==> config.mk <==
export PLATFORM = sky130hd
export DESIGN_NAME = point_in_polygon_crossing
export DESIGN_NICKNAME = d
export VERILOG_FILES = /design/src/hw/rtl/pip_pkg.sv /design/src/hw/rtl/pip_front.sv /design/src/hw/rtl/pip_mid_queue.sv /design/src/hw/rtl/pip_back.sv /design/src/hw/rtl/point_in_polygon_crossing.sv
export SDC_FILE = /design/constraint.sdc
export NUM_CORES = 2
export LEC_CHECK = 0
export ABC_AREA = 0
export ABC_CLOCK_PERIOD_IN_PS = 23000
export CAP_MARGIN = 5
export CELL_PAD_IN_SITES_DETAIL_PLACEMENT = 1
export CELL_PAD_IN_SITES_GLOBAL_PLACEMENT = 1
export CORE_AREA = 2 2 390 392
export CTS_BUF_LIST = sky130_fd_sc_hd__clkbuf_16
export DETAILED_ROUTE_END_ITERATION = 8
export DIE_AREA = 0 0 392 394
export DONT_BUFFER_PORTS = 1
export PLACE_DENSITY_LB_ADDON = 0.1
export SLEW_MARGIN = 20
export SYNTH_ARGS = -nofsm -noshare
export SYNTH_HDL_FRONTEND = slang
export SYNTH_SLANG_ARGS = --single-unit
==> constraint.sdc <==
create_clock -name clk -period 23 [get_ports clk]
set_clock_uncertainty 0.15 [all_clocks]
set_input_delay 2.3 -clock clk [delete_from_list [all_inputs] [get_ports clk]]
set_output_delay 2.3 -clock clk [all_outputs]
set_load 0.005 [all_outputs]
==> src/hw/rtl/pip_pkg.sv <==
`default_nettype none

package pip_pkg;

    // Coordinate format of vertices and test point
    localparam int COORD_W = 16;
    localparam int DIFF_W  = COORD_W + 1;
    localparam int PROD_W  = 2 * DIFF_W;

    // Vertex count saturates at the smallest valid polygon size
    localparam int MIN_VERTICES = 3;
    localparam int CNT_W        = $clog2(MIN_VERTICES + 1);

    // Queue between front and back
    localparam int MQ_DEPTH = 4;
    localparam int MQ_PTR_W = $clog2(MQ_DEPTH);
    localparam int MQ_CNT_W = $clog2(MQ_DEPTH + 1);

    // Result queue at the back
    localparam int OQ_DEPTH = 4;
    localparam int OQ_PTR_W = $clog2(OQ_DEPTH);
    localparam int OQ_CNT_W = $clog2(OQ_DEPTH + 1);

    typedef logic [CNT_W-1:0]          count_t;
    typedef logic signed [COORD_W-1:0] coord_t;
    typedef logic signed [DIFF_W-1:0]  diff_t;
    typedef logic signed [PROD_W-1:0]  prod_t;

    // One classified vertex: open edge prev->cur, closing edge cur->first
    typedef struct packed {
        coord_t vx;
        coord_t vy;
        coord_t ox;
        coord_t oy;
        coord_t fx;
        coord_t fy;
        coord_t px;
        coord_t py;
        logic   has_open;
        logic   last;
        logic   too_few;
    } edge_req_t;

    // Queue status seen by its producer and consumer
    typedef struct packed {
        logic full;
        logic empty;
    } mq_status_t;

    // Operands of one edge test after ordering by x
    typedef struct packed {
        logic  span;
        diff_t d_py;
        diff_t d_rx;
        diff_t d_ry;
        diff_t d_px;
    } edge_ops_t;

    typedef struct packed {
        logic in_poly;
        logic too_few;
    } result_t;

    // Order the endpoints by x, form differences and the half-open span test
    function automatic edge_ops_t edge_prep(coord_t nx, coord_t ny, coord_t ox, coord_t oy,
                                            coord_t px, coord_t py);
        edge_ops_t ops;
        coord_t    lx;
        coord_t    ly;
        coord_t    rx;
        coord_t    ry;
        if (nx > ox)
        begin
            lx = ox;
            ly = oy;
            rx = nx;
            ry = ny;
        end
        else
        begin
            lx = nx;
            ly = ny;
            rx = ox;
            ry = oy;
        end
        ops.span = ((nx < px) == (px <= ox));
        ops.d_py = diff_t'(py) - diff_t'(ly);
        ops.d_rx = diff_t'(rx) - diff_t'(lx);
        ops.d_ry = diff_t'(ry) - diff_t'(ly);
        ops.d_px = diff_t'(px) - diff_t'(lx);
        return ops;
    endfunction

endpackage

`default_nettype wire

==> src/hw/rtl/pip_front.sv <==
`default_nettype none

module pip_front (
    input  wire                  clk,
    input  wire                  rst_n,
    input  pip_pkg::coord_t      vertex_x,
    input  pip_pkg::coord_t      vertex_y,
    input  pip_pkg::coord_t      point_x,
    input  pip_pkg::coord_t      point_y,
    input  wire                  last_vertex,
    input  wire                  push,
    output logic                 full,
    input  pip_pkg::mq_status_t  mq_status,
    output logic                 mq_push,
    output pip_pkg::edge_req_t   mq_req
);
    import pip_pkg::*;

    coord_t first_x_reg, first_x_next;
    coord_t first_y_reg, first_y_next;
    coord_t prev_x_reg, prev_x_next;
    coord_t prev_y_reg, prev_y_next;
    count_t cnt_reg, cnt_next;
    count_t cnt_inc;
    logic   accept;

    // Accept a request while the queue has room
    assign full    = mq_status.full;
    assign accept  = push && !mq_status.full;
    assign mq_push = accept;

    // Count vertices, saturating at the minimum polygon size
    assign cnt_inc = (cnt_reg == count_t'(MIN_VERTICES)) ? cnt_reg : cnt_reg + count_t'(1);

    // Classify the vertex into its edge tests
    always_comb
    begin
        mq_req.vx       = vertex_x;
        mq_req.vy       = vertex_y;
        mq_req.ox       = prev_x_reg;
        mq_req.oy       = prev_y_reg;
        mq_req.fx       = (cnt_reg == '0) ? vertex_x : first_x_reg;
        mq_req.fy       = (cnt_reg == '0) ? vertex_y : first_y_reg;
        mq_req.px       = point_x;
        mq_req.py       = point_y;
        mq_req.has_open = (cnt_reg != '0);
        mq_req.last     = last_vertex;
        mq_req.too_few  = (cnt_inc < count_t'(MIN_VERTICES));
    end

    // Advance the polygon state, clear it after the closing vertex
    always_comb
    begin
        first_x_next = first_x_reg;
        first_y_next = first_y_reg;
        prev_x_next  = prev_x_reg;
        prev_y_next  = prev_y_reg;
        cnt_next     = cnt_reg;
        if (accept)
        begin
            if (last_vertex)
            begin
                first_x_next = '0;
                first_y_next = '0;
                prev_x_next  = '0;
                prev_y_next  = '0;
                cnt_next     = '0;
            end
            else
            begin
                if (cnt_reg == '0)
                begin
                    first_x_next = vertex_x;
                    first_y_next = vertex_y;
                end
                prev_x_next = vertex_x;
                prev_y_next = vertex_y;
                cnt_next    = cnt_inc;
            end
        end
    end

    always_ff @(posedge clk or negedge rst_n)
    begin
        if (!rst_n)
        begin
            first_x_reg <= '0;
            first_y_reg <= '0;
            prev_x_reg  <= '0;
            prev_y_reg  <= '0;
            cnt_reg     <= '0;
        end
        else
        begin
            first_x_reg <= first_x_next;
            first_y_reg <= first_y_next;
            prev_x_reg  <= prev_x_next;
            prev_y_reg  <= prev_y_next;
            cnt_reg     <= cnt_next;
        end
    end

`ifndef SYNTHESIS
    a_clear_after_last: assert property (@(posedge clk) disable iff (!rst_n)
        (accept && last_vertex) |=> (cnt_reg == '0 && prev_x_reg == '0))
        else $error("polygon state not cleared after closing vertex");
    a_first_capture: assert property (@(posedge clk) disable iff (!rst_n)
        (accept && !last_vertex && cnt_reg == '0) |=>
        (first_x_reg == $past(vertex_x) && first_y_reg == $past(vertex_y)))
        else $error("first vertex not captured");
    a_count_hold: assert property (@(posedge clk) disable iff (!rst_n)
        !accept |=> $stable(cnt_reg))
        else $error("vertex count moved without a request");
`endif

endmodule

`default_nettype wire

==> src/hw/rtl/pip_mid_queue.sv <==
`default_nettype none

module pip_mid_queue (
    input  wire                  clk,
    input  wire                  rst_n,
    input  wire                  wr_en,
    input  pip_pkg::edge_req_t   wr_req,
    input  wire                  rd_en,
    output pip_pkg::edge_req_t   rd_req,
    output pip_pkg::mq_status_t  status
);
    import pip_pkg::*;

    edge_req_t             entries_reg [MQ_DEPTH];
    logic [MQ_PTR_W-1:0]   wr_ptr_reg, wr_ptr_next;
    logic [MQ_PTR_W-1:0]   rd_ptr_reg, rd_ptr_next;
    logic [MQ_CNT_W-1:0]   cnt_reg, cnt_next;
    logic                  do_wr;
    logic                  do_rd;

    assign status.full  = (cnt_reg == MQ_CNT_W'(MQ_DEPTH));
    assign status.empty = (cnt_reg == '0);
    assign do_wr        = wr_en && !status.full;
    assign do_rd        = rd_en && !status.empty;
    assign rd_req       = entries_reg[rd_ptr_reg];

    // Advance pointers with wrap and track fill level
    always_comb
    begin
        wr_ptr_next = wr_ptr_reg;
        rd_ptr_next = rd_ptr_reg;
        if (do_wr)
        begin
            wr_ptr_next = (wr_ptr_reg == MQ_PTR_W'(MQ_DEPTH - 1)) ? '0
                                                                  : wr_ptr_reg + 1'b1;
        end
        if (do_rd)
        begin
            rd_ptr_next = (rd_ptr_reg == MQ_PTR_W'(MQ_DEPTH - 1)) ? '0
                                                                  : rd_ptr_reg + 1'b1;
        end
        cnt_next = cnt_reg + MQ_CNT_W'(do_wr) - MQ_CNT_W'(do_rd);
    end

    always_ff @(posedge clk or negedge rst_n)
    begin
        if (!rst_n)
        begin
            wr_ptr_reg <= '0;
            rd_ptr_reg <= '0;
            cnt_reg    <= '0;
        end
        else
        begin
            wr_ptr_reg <= wr_ptr_next;
            rd_ptr_reg <= rd_ptr_next;
            cnt_reg    <= cnt_next;
        end
    end

    // Store the request payload
    always_ff @(posedge clk)
    begin
        if (do_wr)
        begin
            entries_reg[wr_ptr_reg] <= wr_req;
        end
    end

`ifndef SYNTHESIS
    a_cnt_bound: assert property (@(posedge clk) disable iff (!rst_n)
        cnt_reg <= MQ_CNT_W'(MQ_DEPTH))
        else $error("mid queue fill level out of range");
    a_ptr_gap: assert property (@(posedge clk) disable iff (!rst_n)
        (cnt_reg == '0) |-> (wr_ptr_reg == rd_ptr_reg))
        else $error("mid queue pointers disagree with empty level");
    a_cnt_step: assert property (@(posedge clk) disable iff (!rst_n)
        (do_wr && !do_rd) |=> (cnt_reg == $past(cnt_reg) + 1'b1))
        else $error("mid queue level did not grow on write");
`endif

endmodule

`default_nettype wire

==> src/hw/rtl/pip_back.sv <==
`default_nettype none

module pip_back (
    input  wire                  clk,
    input  wire                  rst_n,
    input  pip_pkg::edge_req_t   mq_req,
    input  pip_pkg::mq_status_t  mq_status,
    output logic                 mq_pop,
    output logic                 empty,
    input  wire                  pop,
    output logic                 inside_res,
    output logic                 too_few
);
    import pip_pkg::*;

    // Stage 1: ordered operands
    logic       s1_v_reg;
    logic       s1_last_reg;
    logic       s1_too_few_reg;
    logic       s1_has_open_reg;
    edge_ops_t  s1_ops_a_reg;
    edge_ops_t  s1_ops_b_reg;

    // Stage 2: products
    logic       s2_v_reg;
    logic       s2_last_reg;
    logic       s2_too_few_reg;
    logic       s2_has_open_reg;
    logic       s2_span_a_reg;
    logic       s2_span_b_reg;
    prod_t      s2_pa1_reg;
    prod_t      s2_pa2_reg;
    prod_t      s2_pb1_reg;
    prod_t      s2_pb2_reg;

    logic       flag_reg, flag_next;
    logic       cross_a;
    logic       cross_b;
    logic       flag_upd;

    // Result queue
    result_t               oq_reg [OQ_DEPTH];
    logic [OQ_PTR_W-1:0]   oq_wr_ptr_reg, oq_wr_ptr_next;
    logic [OQ_PTR_W-1:0]   oq_rd_ptr_reg, oq_rd_ptr_next;
    logic [OQ_CNT_W-1:0]   oq_cnt_reg, oq_cnt_next;
    logic [OQ_CNT_W-1:0]   in_flight;
    logic                  oq_wr;
    logic                  oq_rd;
    result_t               oq_wdata;

    // Issue only when every result in flight has a slot reserved
    assign in_flight = OQ_CNT_W'(s1_v_reg && s1_last_reg) + OQ_CNT_W'(s2_v_reg && s2_last_reg);
    assign mq_pop    = !mq_status.empty
                       && ((oq_cnt_reg + in_flight) < OQ_CNT_W'(OQ_DEPTH));

    // Stage 1 and stage 2 valid control
    always_ff @(posedge clk or negedge rst_n)
    begin
        if (!rst_n)
        begin
            s1_v_reg <= 1'b0;
            s2_v_reg <= 1'b0;
        end
        else
        begin
            s1_v_reg <= mq_pop;
            s2_v_reg <= s1_v_reg;
        end
    end

    // Order endpoints and form differences for both edges
    always_ff @(posedge clk)
    begin
        s1_last_reg     <= mq_req.last;
        s1_too_few_reg  <= mq_req.too_few;
        s1_has_open_reg <= mq_req.has_open;
        s1_ops_a_reg    <= edge_prep(mq_req.vx, mq_req.vy, mq_req.ox, mq_req.oy,
                                     mq_req.px, mq_req.py);
        s1_ops_b_reg    <= edge_prep(mq_req.fx, mq_req.fy, mq_req.vx, mq_req.vy,
                                     mq_req.px, mq_req.py);
    end

    // Multiply the cross-product terms
    always_ff @(posedge clk)
    begin
        s2_last_reg     <= s1_last_reg;
        s2_too_few_reg  <= s1_too_few_reg;
        s2_has_open_reg <= s1_has_open_reg;
        s2_span_a_reg   <= s1_ops_a_reg.span;
        s2_span_b_reg   <= s1_ops_b_reg.span;
        s2_pa1_reg      <= s1_ops_a_reg.d_py * s1_ops_a_reg.d_rx;
        s2_pa2_reg      <= s1_ops_a_reg.d_ry * s1_ops_a_reg.d_px;
        s2_pb1_reg      <= s1_ops_b_reg.d_py * s1_ops_b_reg.d_rx;
        s2_pb2_reg      <= s1_ops_b_reg.d_ry * s1_ops_b_reg.d_px;
    end

    // Compare products and toggle the crossing parity
    assign cross_a  = s2_has_open_reg && s2_span_a_reg && (s2_pa1_reg < s2_pa2_reg);
    assign cross_b  = s2_last_reg && s2_span_b_reg && (s2_pb1_reg < s2_pb2_reg);
    assign flag_upd = flag_reg ^ cross_a ^ cross_b;

    always_comb
    begin
        flag_next = flag_reg;
        if (s2_v_reg)
        begin
            flag_next = s2_last_reg ? 1'b0 : flag_upd;
        end
    end

    assign oq_wr            = s2_v_reg && s2_last_reg;
    assign oq_wdata.in_poly = flag_upd && !s2_too_few_reg;
    assign oq_wdata.too_few = s2_too_few_reg;

    // Drain results to the output side
    assign empty      = (oq_cnt_reg == '0);
    assign oq_rd      = pop && !empty;
    assign inside_res = oq_reg[oq_rd_ptr_reg].in_poly;
    assign too_few    = oq_reg[oq_rd_ptr_reg].too_few;

    always_comb
    begin
        oq_wr_ptr_next = oq_wr_ptr_reg;
        oq_rd_ptr_next = oq_rd_ptr_reg;
        if (oq_wr)
        begin
            oq_wr_ptr_next = (oq_wr_ptr_reg == OQ_PTR_W'(OQ_DEPTH - 1)) ? '0
                                                                        : oq_wr_ptr_reg + 1'b1;
        end
        if (oq_rd)
        begin
            oq_rd_ptr_next = (oq_rd_ptr_reg == OQ_PTR_W'(OQ_DEPTH - 1)) ? '0
                                                                        : oq_rd_ptr_reg + 1'b1;
        end
        oq_cnt_next = oq_cnt_reg + OQ_CNT_W'(oq_wr) - OQ_CNT_W'(oq_rd);
    end

    always_ff @(posedge clk or negedge rst_n)
    begin
        if (!rst_n)
        begin
            flag_reg      <= 1'b0;
            oq_wr_ptr_reg <= '0;
            oq_rd_ptr_reg <= '0;
            oq_cnt_reg    <= '0;
        end
        else
        begin
            flag_reg      <= flag_next;
            oq_wr_ptr_reg <= oq_wr_ptr_next;
            oq_rd_ptr_reg <= oq_rd_ptr_next;
            oq_cnt_reg    <= oq_cnt_next;
        end
    end

    always_ff @(posedge clk)
    begin
        if (oq_wr)
        begin
            oq_reg[oq_wr_ptr_reg] <= oq_wdata;
        end
    end

`ifndef SYNTHESIS
    a_oq_bound: assert property (@(posedge clk) disable iff (!rst_n)
        (oq_cnt_reg + in_flight) <= OQ_CNT_W'(OQ_DEPTH))
        else $error("result slots overcommitted");
    a_oq_no_overrun: assert property (@(posedge clk) disable iff (!rst_n)
        oq_wr |-> (oq_cnt_reg != OQ_CNT_W'(OQ_DEPTH)))
        else $error("result written into full queue");
    a_flag_clear: assert property (@(posedge clk) disable iff (!rst_n)
        (s2_v_reg && s2_last_reg) |=> (flag_reg == 1'b0))
        else $error("parity not cleared after polygon result");
`endif

endmodule

`default_nettype wire

==> src/hw/rtl/point_in_polygon_crossing.sv <==
`default_nettype none

// Crossing-number point-in-polygon test. Push one polygon vertex per request,
// in order, each with the same test point, and mark the final vertex with
// last_vertex; one result (inside_res, too_few) appears for each polygon, and
// polygons with fewer than three vertices report too_few with inside_res low.
// The block takes one vertex per cycle while full is low: a front stage tracks
// the first and previous vertex, a four-entry queue decouples it from a
// three-stage back pipeline (order by x, multiply, compare and toggle), and a
// four-entry result queue holds finished results. A closing vertex passes the
// queue and the order and multiply registers before its result is written to
// the result queue; full rises only when the result queue is not drained and
// the internal queues back up. No state needs clearing after reset.
module point_in_polygon_crossing (
    input  wire              clk,
    input  wire              rst_n,
    input  pip_pkg::coord_t  vertex_x,
    input  pip_pkg::coord_t  vertex_y,
    input  pip_pkg::coord_t  point_x,
    input  pip_pkg::coord_t  point_y,
    input  wire              last_vertex,
    input  wire              push,
    output logic             full,
    output logic             empty,
    input  wire              pop,
    output logic             inside_res,
    output logic             too_few
);
    import pip_pkg::*;

    mq_status_t mq_status;
    logic       mq_push;
    logic       mq_pop;
    edge_req_t  mq_wr_req;
    edge_req_t  mq_rd_req;

    pip_front u_front (
        .clk         (clk),
        .rst_n       (rst_n),
        .vertex_x    (vertex_x),
        .vertex_y    (vertex_y),
        .point_x     (point_x),
        .point_y     (point_y),
        .last_vertex (last_vertex),
        .push        (push),
        .full        (full),
        .mq_status   (mq_status),
        .mq_push     (mq_push),
        .mq_req      (mq_wr_req)
    );

    pip_mid_queue u_mid_queue (
        .clk    (clk),
        .rst_n  (rst_n),
        .wr_en  (mq_push),
        .wr_req (mq_wr_req),
        .rd_en  (mq_pop),
        .rd_req (mq_rd_req),
        .status (mq_status)
    );

    pip_back u_back (
        .clk        (clk),
        .rst_n      (rst_n),
        .mq_req     (mq_rd_req),
        .mq_status  (mq_status),
        .mq_pop     (mq_pop),
        .empty      (empty),
        .pop        (pop),
        .inside_res (inside_res),
        .too_few    (too_few)
    );

endmodule

`default_nettype wire

* Yosys cells after proc, flatten, opt, wreduce, memory -nomap -nowiden *
Memories as Yosys holds them, arrays and structs flattened.
Index checks and enable logic that the tools add are counted.

cells by class
  $add $sub $neg = 19
  $mul = 4
  $lt $le $gt $ge = 10
  equal/unequal tests = 8
  mux-type cells = 25
  bitwise gates (word level) = 2
  reductions and logical operators = 20

operator list
  operator                                      number
  2-to-1 mux 16 bit                             14
  multiplier 17 x 17 -> 34 bit                  4
  subtractor 16 x 16 -> 17 bit                  8
  < comparator 34 bit                           2
  > comparator 16 bit                           2
  less-or-equal comparator 16 bit               2
  < comparator 16 bit                           2
  logical AND 1 bit                             12
  2-to-1 mux 2 bit                              6
  adder 2 x 1 -> 2 bit (second input constant)  5
  equality test 2 bit (second input constant)   5
  adder 3 x 1 -> 3 bit                          2
  zero test 3 bit                               2
  subtractor 3 x 1 -> 3 bit                     2
  2-to-1 mux 1 bit                              5
  zero test 1 bit                               4
  adder 3 bit                                   1
  equality test 3 bit (second input constant)   1
  < comparator 3 bit (second input constant)    1
  adder 1 x 1 -> 2 bit                          1
  equality test 1 bit                           2
  zero test 2 bit                               1
  < comparator 2 bit (second input constant)    1
  nonzero test 2 bit                            1
  XOR 1 bit                                     2

word-level totals
  register bits after elaboration = 365
  bits in writable memories = 532
  input port bits = 69
  output and inout bits = 4
  word-level logic and storage cells = 126
  memories = 2

memories
  memory                   words  bits a word  read ports  clocked after Yosys merged registers in  write ports  RTL line             RTL
  u_mid_queue.entries_reg  4      131          1           0                                        1            pip_mid_queue.sv:14  edge_req_t entries_reg [MQ_DEPTH];
  u_back.oq_reg            4      2            1           0                                        1            pip_back.sv:42       result_t oq_reg [OQ_DEPTH];

* Logic depth before layout (Yosys ltp) *
  word-level depth = 7
  mapped depth = 36
  depth with buffers taken out = 27

* Hierarchy *
From an unflattened synthesis, not the netlist that was laid out.

unflattened totals
  cells, all modules = 7873
  area total of the unflattened synthesis = 83592.7 µm²

by module, submodules not included
  module         times used  cells an instance  area each (µm²)  seq. area each (µm²)
  pip_back       1           6693               60606.9          6135.9
  pip_mid_queue  1           724                19322.3          15910.3
  pip_front      1           456                3663.5           1651.6

* Worst setup path before layout *
Ideal clock, no wire load.

  kind = flip-flop to flip-flop
  start = reg u_mid_queue.rd_ptr_reg[0]
  end = reg u_back.s1_ops_a_reg[33] (netlist bit)
  setup time = 0.116 ns
  data arrival time = 7.239 ns
  required time = 22.734 ns
  path slack = 15.495 ns
  cell stages (with the launch flop) = 29
  path buffers = 7
  clock period less this slack = 7.505 ns
  path through = dfrtp_1 > buf_4 > buf_2 > buf_2 > buf_2 > mux4_2 > ha_1 > a2111oi_2 > a21oi_1 > o41a_4 > nand2_4 > buf_2 > buf_1 > buf_2 > mux2i_1 > ha_1 > fa_1 > nor2b_1 > o21ai_0 > a21boi_0 > o21ai_0 > a21boi_0 > o21ai_0 > a21boi_0 > o21a_1 > o21ai_0 > a2111oi_0 > o21ai_0 > a31o_2

between the ends
  cells in the longest elaborated chain, start to end = 4
  elaborated cells between the ends (all ways) = 5
  classes of those cells = 1 x add/sub; 1 x order compare; 2 x mux; 1 x memory

RTL lines
  item                            RTL line             RTL
  from (decl)                     pip_mid_queue.sv:16  logic [MQ_PTR_W-1:0] rd_ptr_reg, rd_ptr_next;
  from (signal assigned)          pip_mid_queue.sv:56  rd_ptr_reg <= rd_ptr_next;
  memory (4 x 131 bit) *          -
  > comparator 16 bit             pip_pkg.sv:72        if (nx > ox)
  2-to-1 mux 16 bit               pip_pkg.sv:72
  subtractor 16 x 16 -> 17 bit *  pip_pkg.sv:89        ops.d_ry = diff_t'(ry) - diff_t'(ly);
  to (signal assigned)            pip_back.sv:77       s1_ops_a_reg <= edge_prep(mq_req.vx, mq_req.vy, mq_req.ox, mq_req.oy,
  to (decl)                       pip_back.sv:21       edge_ops_t s1_ops_a_reg;

Every way passes the cells marked *; elsewhere a longest branch is shown, timed or not.
A chain may end at the register's enable or synchronous reset.

* Worst setup path in the final report *
  start = reg u_mid_queue.rd_ptr_reg[0]
  end = reg u_back.s1_ops_b_reg[67] (netlist bit)

between the ends
  cells in the longest elaborated chain, start to end = 4

RTL lines
  item                            RTL line        RTL
  memory (4 x 131 bit) *          -
  > comparator 16 bit             pip_pkg.sv:72
  2-to-1 mux 16 bit               pip_pkg.sv:72
  subtractor 16 x 16 -> 17 bit *  pip_pkg.sv:87   ops.d_py = diff_t'(py) - diff_t'(ly);
  to (signal assigned)            pip_back.sv:79  s1_ops_b_reg <= edge_prep(mq_req.fx, mq_req.fy, mq_req.vx, mq_req.vy,
  to (decl)                       pip_back.sv:22  edge_ops_t s1_ops_b_reg;

Marks and branches as above.

==> results.py <==
metrics = {
    "floorplanning": {
        "core_um2": 151000,
        "die_x_um": 392,
        "fp.dieH_um": 394,
        "rows": 143,
        "io_pins": 73,
        "die_area_um2": 154000,
        "start_util_pct": 54.4,
    },
    "detailed_routing": {
        "firstDrtPassIters": 5,
        "post_drt_wl_per_cell_um": 23.2,
        "antenna_left": 0,
        "dr_total_vias": 53800,
        "drt-vias-per-instance": 5.61,
        "first_iter_violations": 3114,
        "wl_mm": 222,
        "drc": 0,
    },
    "setup_path": {
        "crit_required_ns": 23.47,
        "path_max_fanout": 60,
        "crit_path_start_kind": "register",
        "crit_top_cell": "o21ai_0",
        "reg2reg_slack_ns": 13.68,
        "worst-endpoint-arrival_ns": 9.79,
        "setup.worst_path.end_class": "register",
        "max_stage_delay_ns": 0.79,
        "worstSetupPathType": "register to register",
        "crit_slowest_cell": "buf_4",
    },
    "yosys": {
        "ys_seq_area_share_pct": 28.9,
        "synth_top_area_share_pct": 29.1,
        "yosys-top-cells-area": "fa_1, edfxtp_1, ha_1",
        "syn-num-nets": 9406,
        "avgSynthCellArea_um2": 10.9,
        "netlist-cell-type-count": 86,
        "ys_seq_elements": 897,
        "async_reset_ff_share_pct": 9.25,
        "ys.flop_type": "edfxtp_1",
        "yosysTopAreaCell": "fa_1",
        "syn-cell-area_um2": 82000,
        "synth_cells": 7546,
        "synth_edf_count": 532,
        "ys_warn_count": 0,
    },
    "timing": {
        "setup-violations-final": 0,
        "drv_slew": 0,
        "period_share_pct": 40.5,
        "worst_pin_slew_ns": 1.11,
        "slew_headroom_pct": 25.7,
        "finalCriticalPeriod_ns": 9.32,
        "setup-tns-final_ns": 0,
        "fin_hold_ws_ns": 0.176,
        "hold_viol": 0,
        "max_freq_ghz": 0.107,
        "rsz0062_at_grt": "no",
    },
    "final_layout": {
        "largest_reg_flops": 524,
        "drive_above_1_share_pct": 5.99,
        "area_growth_pct": 6.60,
        "fin_nets": 9320,
        "final_cells": 9581,
    },
    "clock_tree": {
        "cts_tree": "yes",
        "cts.clk_slew.worst_paths_ns": 0.06,
        "numClockSinks": 897,
        "post_cts_buffers": 0,
        "clk_latency_ns": 0.79,
        "cts_made_buffers": 100,
        "cts_resized": 0,
        "cts-htree-levels": 3,
        "cts.path.max_buffers": 3,
        "cts-root-buf": "clkbuf_16",
        "ctsHoldBuffers": 0,
    },
    "placement": {
        "place_congestion": 0.918,
        "io_buffers": 0,
        "dp_hpwl_mm": 173,
        "placed_cells": 9387,
    },
    "global_route": {
        "use_met2_pct": 49.9,
        "met1_usage_pct": 41.3,
        "grtUsageTotal_pct": 29.9,
        "grt_use_met3_pct": 3.61,
        "antenna_found_initial": 7,
        "grt_max_degree": 84,
        "overflow": 0,
        "grt_pass1_wl_mm": 353,
        "grt_pass1_vias": 60900,
        "top_usage_layer": "met2",
    },
    "outcome": {
        "outcome": "finished, final reports clean",
    },
    "min_path": {
        "hp-class": "register to register",
    },
    "flow_run": {
        "drv_cap": 0,
    },
}
==> path summary, 6_finish.rpt <==
path / endpoint / start / cells past startpoint
min in group asynchronous: u_front.first_y_reg[13] / rst_n / 0
worst min-delay path: u_back.s2_span_a_reg / u_back.s1_ops_a_reg[68] / 0
worst max register to register: u_back.s1_ops_b_reg[67] / u_mid_queue.rd_ptr_reg[0] / 25
worst max-delay path: u_back.s1_ops_b_reg[67] / u_mid_queue.rd_ptr_reg[0] / 25
max in group asynchronous: u_front.prev_x_reg[8] / rst_n / 0
worst min register to register: u_back.s2_span_a_reg / u_back.s1_ops_a_reg[68] / 0
==> layer usage <==
layer  share of wire [%]  routed length [µm]
met2                  48              108000
met3                 5.1               11400
met4                 2.7                5960
met5                   0                   0
met1                  44               97200
==> cell type report <==
| type | count | area [µm²] |
|---|---|---|
| multi-input cells | 4957 | 51900 |
| clock inverters | 90 | 911 |
| well taps | 2030 | 2540 |
| fillers | 16000 | 63200 |
| diodes | 3 | 7.51 |
| clock buffers | 100 | 2500 |
| flip-flops and latches | 897 | 23700 |
| inverters | 1459 | 5480 |
| repair buffers | 45 | 358 |
==> layout by cell type (no fill, tap or decap), types with 20 or more instances in the layout <==
cell	n
mux2i_1	46
xnor2_1	180
xor2_1	49
nand4_1	30
mux4_2	132
mux2_2	72
edfxtp_1	532
o21a_1	20
clkinv_1	22
nor2_1	243
dfxtp_1	280
nor3_1	37
a21boi_0	34
nand3_1	49
nor2b_1	49
ha_1	599
a21o_1	100
inv_1	1471
nand2_1	801
nand3b_1	38
o21ai_0	172
a21oi_1	210
dfrtp_1	81
a211oi_1	24
o21bai_1	22
and2_1	595
clkbuf_16	100
fa_1	1192
buf_4	44
nand2b_1	51
and3_1	24
==> cell families (layout without fill, tap and decap cells) <==
kind of cell / count (synthesis) / in the layout / synth area share [%]
buffers and inverters: 1692 / 1694 / 7.81
other: 0 / 3 / 0
AOI/OAI and AO/OA: 708 / 708 / 5.48
and+or+nand+nor: 1979 / 1979 / 11.9
muxes: 250 / 250 / 5.18
DFF: 897 / 897 / 28.9
adders and majority gates: 1791 / 1791 / 38.2
xor gates and xnor gates: 229 / 229 / 2.45
==> critical path, delay by kind of cell, from the launching register on <==
| kind | cells | cell delay (ns) |
|---|---|---|
| adders and majority gates | 3 | 1.16 |
| AOI/OAI and AO/OA | 13 | 2.51 |
| muxes | 2 | 1.15 |
| DFF | 1 | 0.78 |
| buffers and inverters | 3 | 2.10 |
| and+or+nand+nor | 4 | 1.21 |
==> per-stage QoR <==
| stage | utilization (%) | setup slack [ns] | cell area [µm²] |
|---|---|---|---|
| after floorplan | - | 15.49 | 82000 |
| after global placement | 55.7 | 13.85 | 84000 |
| after detailed placement | 55.7 | 13.69 | 84000 |
| after CTS | 58.0 | 13.64 | 87400 |
| after global routing | 58.0 | 12.73 | 87400 |
| final | 58.0 | 13.68 | 87400 |
==> synth_stat cells, types with 6 or more instances <==
cell,number
ha_1,599
fa_1,1192
inv_1,1459
o21bai_1,22
nor3b_1,6
a21oi_1,210
buf_1,14
o22ai_1,10
o31ai_1,7
o21a_1,20
o21ai_0,172
nand2b_1,52
a21boi_0,34
o21ai_1,8
buf_2,28
nor3_1,37
nor2_1,244
and3_1,24
or3_1,16
a211oi_1,24
a31oi_1,13
and2_1,599
a21o_1,100
a211o_1,10
nand2_1,801
mux2i_1,46
nand3b_1,38
dfrtp_1,83
dfxtp_1,282
o211ai_1,9
nor2b_1,49
xor2_1,49
a31o_2,10
and4_1,6
nand3_1,49
o2111ai_1,6
mux4_2,132
edfxtp_1,532
nand4_1,30
mux2_2,72
xnor2_1,180
clkbuf_1,187
Power is not shown: default switching activity piles up to over one toggle a cycle in this logic, so the estimate is an artifact.
